## src/rtl/fds_pkg.sv

```systemverilog
// ----------------------------------------------------------------------------
// fds_pkg: shared types and constants
// Item layouts, field widths and register codes for the frame difference
// detector.
// ----------------------------------------------------------------------------
package fds_pkg;

   localparam int PIXEL_W    = 24;
   localparam int COUNT_W    = 17;
   localparam int THRESH_W   = 7;
   localparam int CSR_ADDR_W = 3;
   localparam int CSR_DATA_W = 32;

   localparam logic [THRESH_W-1:0] PCT          = 7'd100;
   localparam logic [THRESH_W-1:0] THRESH_RESET = 7'd1;

   // register index, taken from paddr[2]
   localparam logic REG_SIMILAR_THRESHOLD = 1'b0;

   typedef struct packed {
      logic [7:0] blue;
      logic [7:0] green;
      logic [7:0] red;
      logic       frame_end;
   } fds_req_type;

   typedef struct packed {
      logic [COUNT_W-1:0] diff_count;
      logic [COUNT_W-1:0] compared_count;
      logic               similar;
      logic               keep;
   } fds_rsp_type;

endpackage

```

## src/rtl/fds_judge.sv

```systemverilog
// ----------------------------------------------------------------------------
// fds_judge: similarity decision and result register
// Holds one frame tally, tests diff*100 < threshold*compared, tracks the
// armed flag and drives the result channel.
// ----------------------------------------------------------------------------
module fds_judge #(
   parameter int CNT_W = 17
) (
   input  logic                           clock,
   input  logic                           reset,
   input  logic                           tally_valid,
   input  logic [CNT_W-1:0]               tally_diff,
   input  logic [CNT_W-1:0]               tally_n,
   input  logic [fds_pkg::THRESH_W-1:0]   threshold,
   output logic                           hold,
   output logic                           rsp_valid,
   input  logic                           rsp_ready,
   output fds_pkg::fds_rsp_type           rsp_data
);

   localparam int PROD_W = CNT_W + fds_pkg::THRESH_W;

   logic             s2_valid_ff, s2_valid_in;
   logic [CNT_W-1:0] s2_diff_ff;
   logic [CNT_W-1:0] s2_n_ff;
   logic             armed_ff, armed_in;
   logic             rsp_valid_ff, rsp_valid_in;
   fds_pkg::fds_rsp_type rsp_data_ff;

   logic              out_free, s2_go, sim;
   logic [PROD_W-1:0] lhs, rhs;

   assign out_free = !rsp_valid_ff || rsp_ready;
   assign hold     = s2_valid_ff && !out_free;
   assign s2_go    = s2_valid_ff && out_free;

   assign lhs = PROD_W'(s2_diff_ff) * PROD_W'(fds_pkg::PCT);
   assign rhs = PROD_W'(threshold) * PROD_W'(s2_n_ff);
   assign sim = lhs < rhs;

   always_comb begin
      s2_valid_in  = hold ? s2_valid_ff : tally_valid;
      armed_in     = s2_go ? !sim : armed_ff;
      rsp_valid_in = rsp_valid_ff;
      if (s2_go) begin
         rsp_valid_in = 1'b1;
      end else if (rsp_ready) begin
         rsp_valid_in = 1'b0;
      end
   end

   always_ff @(posedge clock) begin
      if (reset) begin
         s2_valid_ff  <= 1'b0;
         armed_ff     <= 1'b1;
         rsp_valid_ff <= 1'b0;
      end else begin
         s2_valid_ff  <= s2_valid_in;
         armed_ff     <= armed_in;
         rsp_valid_ff <= rsp_valid_in;
      end
   end

   always_ff @(posedge clock) begin
      if (tally_valid && !hold) begin
         s2_diff_ff <= tally_diff;
         s2_n_ff    <= tally_n;
      end
      if (s2_go) begin
         rsp_data_ff.diff_count     <= fds_pkg::COUNT_W'(s2_diff_ff);
         rsp_data_ff.compared_count <= fds_pkg::COUNT_W'(s2_n_ff);
         rsp_data_ff.similar        <= sim;
         rsp_data_ff.keep           <= sim && armed_ff;
      end
   end

   assign rsp_valid = rsp_valid_ff;
   assign rsp_data  = rsp_data_ff;

endmodule

```

## config.mk

```make
export PLATFORM = sky130hd
export DESIGN_NAME = fds_judge
export DESIGN_NICKNAME = d
export VERILOG_FILES = /design/src/rtl/fds_pkg.sv /design/src/rtl/fds_judge.sv
export SDC_FILE = /design/constraint.sdc
export NUM_CORES = 1
export LEC_CHECK = 0
export ABC_CLOCK_PERIOD_IN_PS = 14200
export CORE_MARGIN = 8
export CORE_UTILIZATION = 60
export DETAILED_ROUTE_END_ITERATION = 7
export DONT_BUFFER_PORTS = 1
export PLACE_DENSITY = 0.78
export SYNTH_ARGS = -nofsm -noshare
export SYNTH_HDL_FRONTEND = slang
export SYNTH_SLANG_ARGS = --single-unit
export TNS_END_PERCENT = 5
```

## constraint.sdc

```tcl
create_clock -name clock -period 14.2 [get_ports clock]
set_input_delay 0.71 -clock clock [delete_from_list [all_inputs] [get_ports clock]]
set_output_delay 0.71 -clock clock [all_outputs]
set_load 0.01 [all_outputs]
```

==> results.cfg, run 1 <==
[status]
status = completed

[cts]
cts_buffers = 9
ctsHoldBuffers = 0
clkTransAtPathRegs_ns = 0.06
postCtsSetupRepairBufs = 0
cts_resized = 0
cts_buffer_depth = 2
cts_tree = yes
cts.sinks = 73
clk_latency_ns = 0.35
root_buffer = clkbuf_16
h-tree-depth = 3

[synth]
synth_fp_nets = 1076
yosys_warnings = 0
synth_edf_count = 70
async_reset_ff_frac = 0
avgSynthCellArea_sq_um = 10.05
synth_ff_type = edfxtp_1
synth_area_sq_um = 8302
syn_inst = 826
yosys.cell_types.count = 54
synth_seq_cells = 73
yosysSeqAreaShare = 0.2604

[route]
antenna_left = 0
routed_via_density = 5.745
drt_first_pass_iters = 5
drt_iter0_drc = 364
wl_per_cell_microns = 16.96
drc = 0
vias = 5785
wl_mm = 17.08

[global_routing]
grt_pass1_wl_mm = 29.46
grt_util_met1 = 0.2620
antenna_found_initial = 0
grt_pass1_vias = 6152
grt_use_total = 0.2031
gr-usage-met3 = 0.03502
grt_overflow = 0
grtUsageMet2 = 0.3385
top_usage_layer = met2
grt_max_degree = 39

[layout]
final_cells = 1007
finalNetCount = 1072
fin_area_sq_um = 8757
area_growth_pct = 5.486
nFillCells = 1046
diodes = 0
drive_gt1_frac = 0.02902

[sta]
tns_ns = 0
finalCritPeriodShare = 0.4699
setup_viol = 0
hold_viol_final = 0
post-route-min-period_ns = 6.672
fin_skew_ns = 0.006526
drv_slew = 0
slew-limit-headroom = 0.2053
rsz0062_at_grt = no
tightest_slew_ns = 1.189
max_freq_ghz = 0.1499

[setup_path]
cp-start-kind = flip-flop
path_class = flip-flop to flip-flop
cp_slowest_cell = a2111oi_0
crit_path_max_fanout = 8
end_kind = flip-flop
worstPathCellList = and2_1 > fa_1 > inv_1 > fa_1 > inv_1 > fa_1 > inv_1 > fa_1 > inv_1 > ha_1 > a21oi_1 > o21ai_0 > a221o_1 > a21o_1 > a31oi_1 > xnor2_1 > ha_1 > and4_1 > nand4_1 > a2111oi_0 > and3b_1
critical_path.max_stage_delay_ns = 0.64
cp_data_required_time_ns = 14.31
cp_data_arrival_time_ns = 6.78

[pwr]
p_per_area_nw_per_um2 = 167.3
p_total_w = 0.001465
clockPowerShare = 0.146
swShare = 0.4543
p_comb_frac = 0.670
p_switching_w = 0.0006654
ir_worst_vdd_v = 0.00009626
p_leak_nw = 4.176
p_int_w = 0.0007993
pwr-share-seq = 0.184

[placed_design]
portBuffers = 0
gp_congestion = 0.8579
dp_hpwl_mm = 13.38
placedCellCount = 991
placement.cell_area_sq_um = 8484

[floorplanning]
coreArea_sq_um = 13720
die_w_microns = 133.6
start_util = 0.6051
pin_count = 83
num_rows = 43
dieHeight_microns = 133.6
dieArea_sq_um = 17860

[job]
drv_cap = 0

[worst_hold_path]
hp-class = input pin to flip-flop
==> state kept, by name, summed over array words and instances, names as in the netlist <==
signal	cells
rsp_data	36
s2_n_ff	17
s2_valid_ff	1
armed_ff	1
rsp_valid	1
s2_diff_ff	17
==> worst max-delay path: cells and delay by family, from the launching register on <==
| kind | cells | cell delay [ns] |
|---|---|---|
| buffers and inverters | 4 | 0.22 |
| adders and majority gates | 6 | 2.85 |
| xor gates and xnor gates | 1 | 0.10 |
| AOI/OAI and AO/OA | 6 | 1.86 |
| and+or+nand+nor | 4 | 0.87 |
| DFF | 1 | 0.52 |
==> layout by cell type (no fill, tap or decap), drive strengths merged, types with 2 or more instances in the layout <==
| master | netlist | layout |
|---|---|---|
| xor2 | 11 | 11 |
| and2 | 83 | 83 |
| o211ai | 3 | 3 |
| o21a | 8 | 8 |
| nor4b | 4 | 4 |
| a21o | 17 | 17 |
| a31oi | 6 | 6 |
| a2111oi | 5 | 5 |
| nand2 | 60 | 60 |
| a221oi | 4 | 4 |
| o22ai | 3 | 3 |
| nor3 | 11 | 11 |
| o31a | 2 | 2 |
| dfxtp | 3 | 3 |
| fa | 86 | 86 |
| nor2 | 22 | 22 |
| nand2b | 3 | 3 |
| o21ai | 26 | 26 |
| or2 | 2 | 2 |
| and3 | 8 | 8 |
| nand4 | 4 | 4 |
| clkbuf | 14 | 10 |
| a21oi | 30 | 30 |
| inv | 149 | 150 |
| o311ai | 4 | 4 |
| o31ai | 2 | 2 |
| ha | 119 | 119 |
| nor2b | 10 | 10 |
| xnor2 | 15 | 15 |
| a211oi | 7 | 7 |
| or3 | 6 | 6 |
| a21boi | 2 | 2 |
| and4 | 2 | 2 |
| clkinvlp | 0 | 4 |
| nand3 | 11 | 11 |
| edfxtp | 70 | 70 |
==> synthesized netlist by cell type (4+ instances only) <==
library cell,number,area (sq um)
xor2_1,11,96.34
xnor2_1,15,131.4
ha_1,119,1489
a21o_1,17,127.6
nand3_1,11,55.05
nor2b_1,10,62.56
nand2_1,60,225.2
nor2_1,22,82.58
a21oi_1,29,145.1
o21a_1,8,60.06
clkbuf_1,14,52.55
a221oi_1,4,35.03
a2111oi_0,5,43.79
and2_1,83,519.3
edfxtp_1,70,2102
nor4b_1,4,35.03
a31oi_1,6,37.54
nor3_1,11,55.05
a211oi_1,7,52.55
o21ai_0,26,130.1
and3_1,8,50.05
nand4_1,4,25.02
fa_1,86,1722
inv_1,149,559.3
==> cell families after synthesis <==
group	after synthesis	synth area share
XOR/XNOR	26	0.02743
buffers and inverters	164	0.07430
adder cells (fa/ha/maj)	205	0.3867
AO/OA/AOI/OAI	125	0.09902
flip-flops	73	0.2604
multiplexers	2	0.002562
AND/OR/NAND/NOR	231	0.1495
==> path summary, 6_finish.rpt <==
kind / start / to / slack (ns) / depth (start not counted)
setup / recovery: s2_n_ff[10] / rsp_data[0] / 7.53 / 21
hold / removal: reset / rsp_valid / 0.42 / 1
setup reg to reg: s2_n_ff[10] / rsp_data[0] / 7.53 / 21
hold reg to reg: armed_ff / armed_ff / 0.51 / 1
==> stage by stage <==
step,hold slack (ns),util,setup WS (ns)
2_1_floorplan,0.4465,-,7.793
3_3_place_gp,0.4747,0.6184,7.635
3_5_place_dp,0.5015,0.6184,7.477
4_1_cts,0.4128,0.6383,7.554
5_1_grt,0.4164,0.6383,7.088
6_report,0.4238,0.6383,7.528
==> routing by layer <==
layer	share of wire	vias up
met5	0	-
met4	0.015	0
met3	0.033	19
met2	0.50	120
met1	0.45	2878
li1	-	2768
==> final cells by class <==
| cell class | count | area [sq um] | share of cell area |
|---|---|---|---|
| clock buffers | 10 | 229.0 | 0.02615 |
| inverters | 149 | 559.3 | 0.06387 |
| multi-input cells | 589 | 5538 | 0.6324 |
| clock inverters | 6 | 43.79 | 0.005001 |
| flip-flops and latches | 73 | 2162 | 0.2469 |
| well taps | 180 | 225.2 | 0.02572 |
==> power by group through the flow <==
stage,combinational (W),clock [W],sequential (W)
2_1_floorplan,0.000778,0,0.000268
3_3_place_gp,0.000934,0,0.000274
3_5_place_dp,0.000969,0,0.000274
4_1_cts,0.000980,0.000220,0.000270
5_1_grt,0.00113,0.000226,0.000272
6_report,0.000981,0.000214,0.000269
Note: power is estimated with default switching activity, not from simulation.
==> inputs of run 2 (changes only) <==
--- a/config.mk
+++ b/config.mk
@@ -5,7 +5,7 @@
 export SDC_FILE = /design/constraint.sdc
 export NUM_CORES = 1
 export LEC_CHECK = 0
-export ABC_CLOCK_PERIOD_IN_PS = 14200
+export ABC_CLOCK_PERIOD_IN_PS = 6300
 export CORE_MARGIN = 8
 export CORE_UTILIZATION = 60
 export DETAILED_ROUTE_END_ITERATION = 7
==> constraint.sdc (replaced) <==
create_clock -name clock -period 6.3 [get_ports clock]
set_input_delay 0.315 -clock clock [delete_from_list [all_inputs] [get_ports clock]]
set_output_delay 0.315 -clock clock [all_outputs]
set_load 0.01 [all_outputs]
==> results.cfg, run 2 (same netlist as run 1, synthesis figures left out) <==
[global_routing]
grt_pass1_wl_mm = 30.56
grt_pass1_vias = 6449
grt_overflow = 0
grt_use_total = 0.2115
grt_max_degree = 39
antenna_found_initial = 0

[pwr]
ir_worst_vdd_v = 0.0002482
p_total_w = 0.003793
p_per_area_nw_per_um2 = 406.2
p_leak_nw = 4.463

[setup_path]
cp-start-kind = flip-flop
cp_data_required_time_ns = 6.54
critical_path.max_stage_delay_ns = 0.55
end_kind = flip-flop
path_class = flip-flop to flip-flop
cp_common_cell = fa_1
worstPathCellList = and2_4 > fa_1 > fa_1 > fa_1 > inv_1 > fa_1 > inv_2 > ha_4 > a21oi_4 > a21oi_2 > or2_4 > o41a_1 > or3_4 > o311ai_4 > ha_1 > a21o_1 > a221oi_2 > o31a_1 > nand3b_1 > o32a_1
cp_slowest_cell = fa_1
cp_data_arrival_time_ns = 6.45
crit_path_max_fanout = 7

[floorplanning]
die_w_microns = 133.6
start_util = 0.6051
dieArea_sq_um = 17860
num_rows = 43
coreArea_sq_um = 13720
pin_count = 83
dieHeight_microns = 133.6

[sta]
fin_hold_ws_ns = 0.02971
hold_viol_final = 0
fin_skew_ns = 0.005561
finalCritPeriodShare = 0.9855
tns_ns = 0
tightest_slew_ns = 1.216
slew-limit-headroom = 0.1873
setup_viol = 0
max_freq_ghz = 0.1611
post-route-min-period_ns = 6.208
drv_slew = 0

[cts]
h-tree-depth = 3
cts_buffers = 9
clkTransAtPathRegs_ns = 0.06
clk_latency_ns = 0.35
cts_tree = yes
root_buffer = clkbuf_16
cts_buffer_depth = 2
cts.sinks = 73

[route]
drt_iter0_drc = 364
antenna_left = 0
wl_per_cell_microns = 18.11
drc = 0
wl_mm = 19.07
routed_via_density = 5.816
vias = 6124
drt_first_pass_iters = 5

[placed_design]
gp_congestion = 0.8519
portBuffers = 0
placement.cell_area_sq_um = 8687
dp_hpwl_mm = 14.52

[status]
status = completed

[layout]
largest_register_ffs = 36
drive_gt1_frac = 0.1203
post-route-util = 0.6806
area_growth_pct = 12.48
layout_common_cells = inv_1, ha_1, fa_1, and2_1, edfxtp_1
diodes = 0
fin_area_sq_um = 9338
layout_commonest_cell = inv_1
finalNetCount = 1118

[job]
drv_cap = 0

[worst_hold_path]
hp-class = input pin to flip-flop
==> run 2: changes by cell type in the layout (fill, tap and decap cells not counted), moves of 5 or more <==
cell	before	now
ha_4	0	5
ha_1	119	114
buf_4	0	45
and2_1	83	70
and2_4	0	13
==> run 2: stage by stage <==
stage          worst slack, ns  instances
2_1_floorplan           0.2358        826
5_1_grt               -0.02809       1053
3_5_place_dp         -0.006372       1018
3_3_place_gp           0.05821       1018
4_1_cts                0.01713       1034
6_report               0.09158       1053
==> run 2: power by group <==
| group | internal, W | switching, W | total, W |
|---|---|---|---|
| Sequential | 0.000571 | 0.0000328 | 0.000604 |
| Combinational | 0.00121 | 0.00141 | 0.00262 |
| Clock | 0.000351 | 0.000221 | 0.000572 |
==> run 2: routing by layer <==
layer,GRT usage,share of wire
met4,0.06925,0.021
met1,0.2515,0.41
met3,0.04593,0.047
met5,0,0
met2,0.3711,0.52
==> run 2: what timing repair did <==
action                                  4_1_cts  5_1_grt
hold buffers                                  0        0
setup buffers                                 0       19
pin swaps                                     0       35
gates cloned                                  0        0
resized for setup                             4       38
endpoints found under the setup margin        2        3
==> run 2: final cells by class <==
type	count	area, sq um
well taps	180	225.2
repair buffers	46	349.1
clock buffers	9	225.2
fillers	987	4382
multi-input cells	589	5715
inverters	149	559.3
clock inverters	7	101.3
flip-flops and latches	73	2162
==> run 2: worst paths after layout <==
check / to / slack, ns / from / depth (start not counted)
min reg2reg: armed_ff / 0.51 / armed_ff / 1
max reg2reg: armed_ff / 0.09 / s2_n_ff[6] / 20
max: armed_ff / 0.09 / s2_n_ff[6] / 20
min: s2_valid_ff / 0.03 / reset / 1
==> run 2: critical path, delay by kind of cell, from the launching register on <==
family	cells	cell delay [ns]
AO/OA/AOI/OAI	8	1.88
adder cells (fa/ha/maj)	6	2.61
buffers and inverters	2	0.11
flip-flops	1	0.50
AND/OR/NAND/NOR	4	0.99
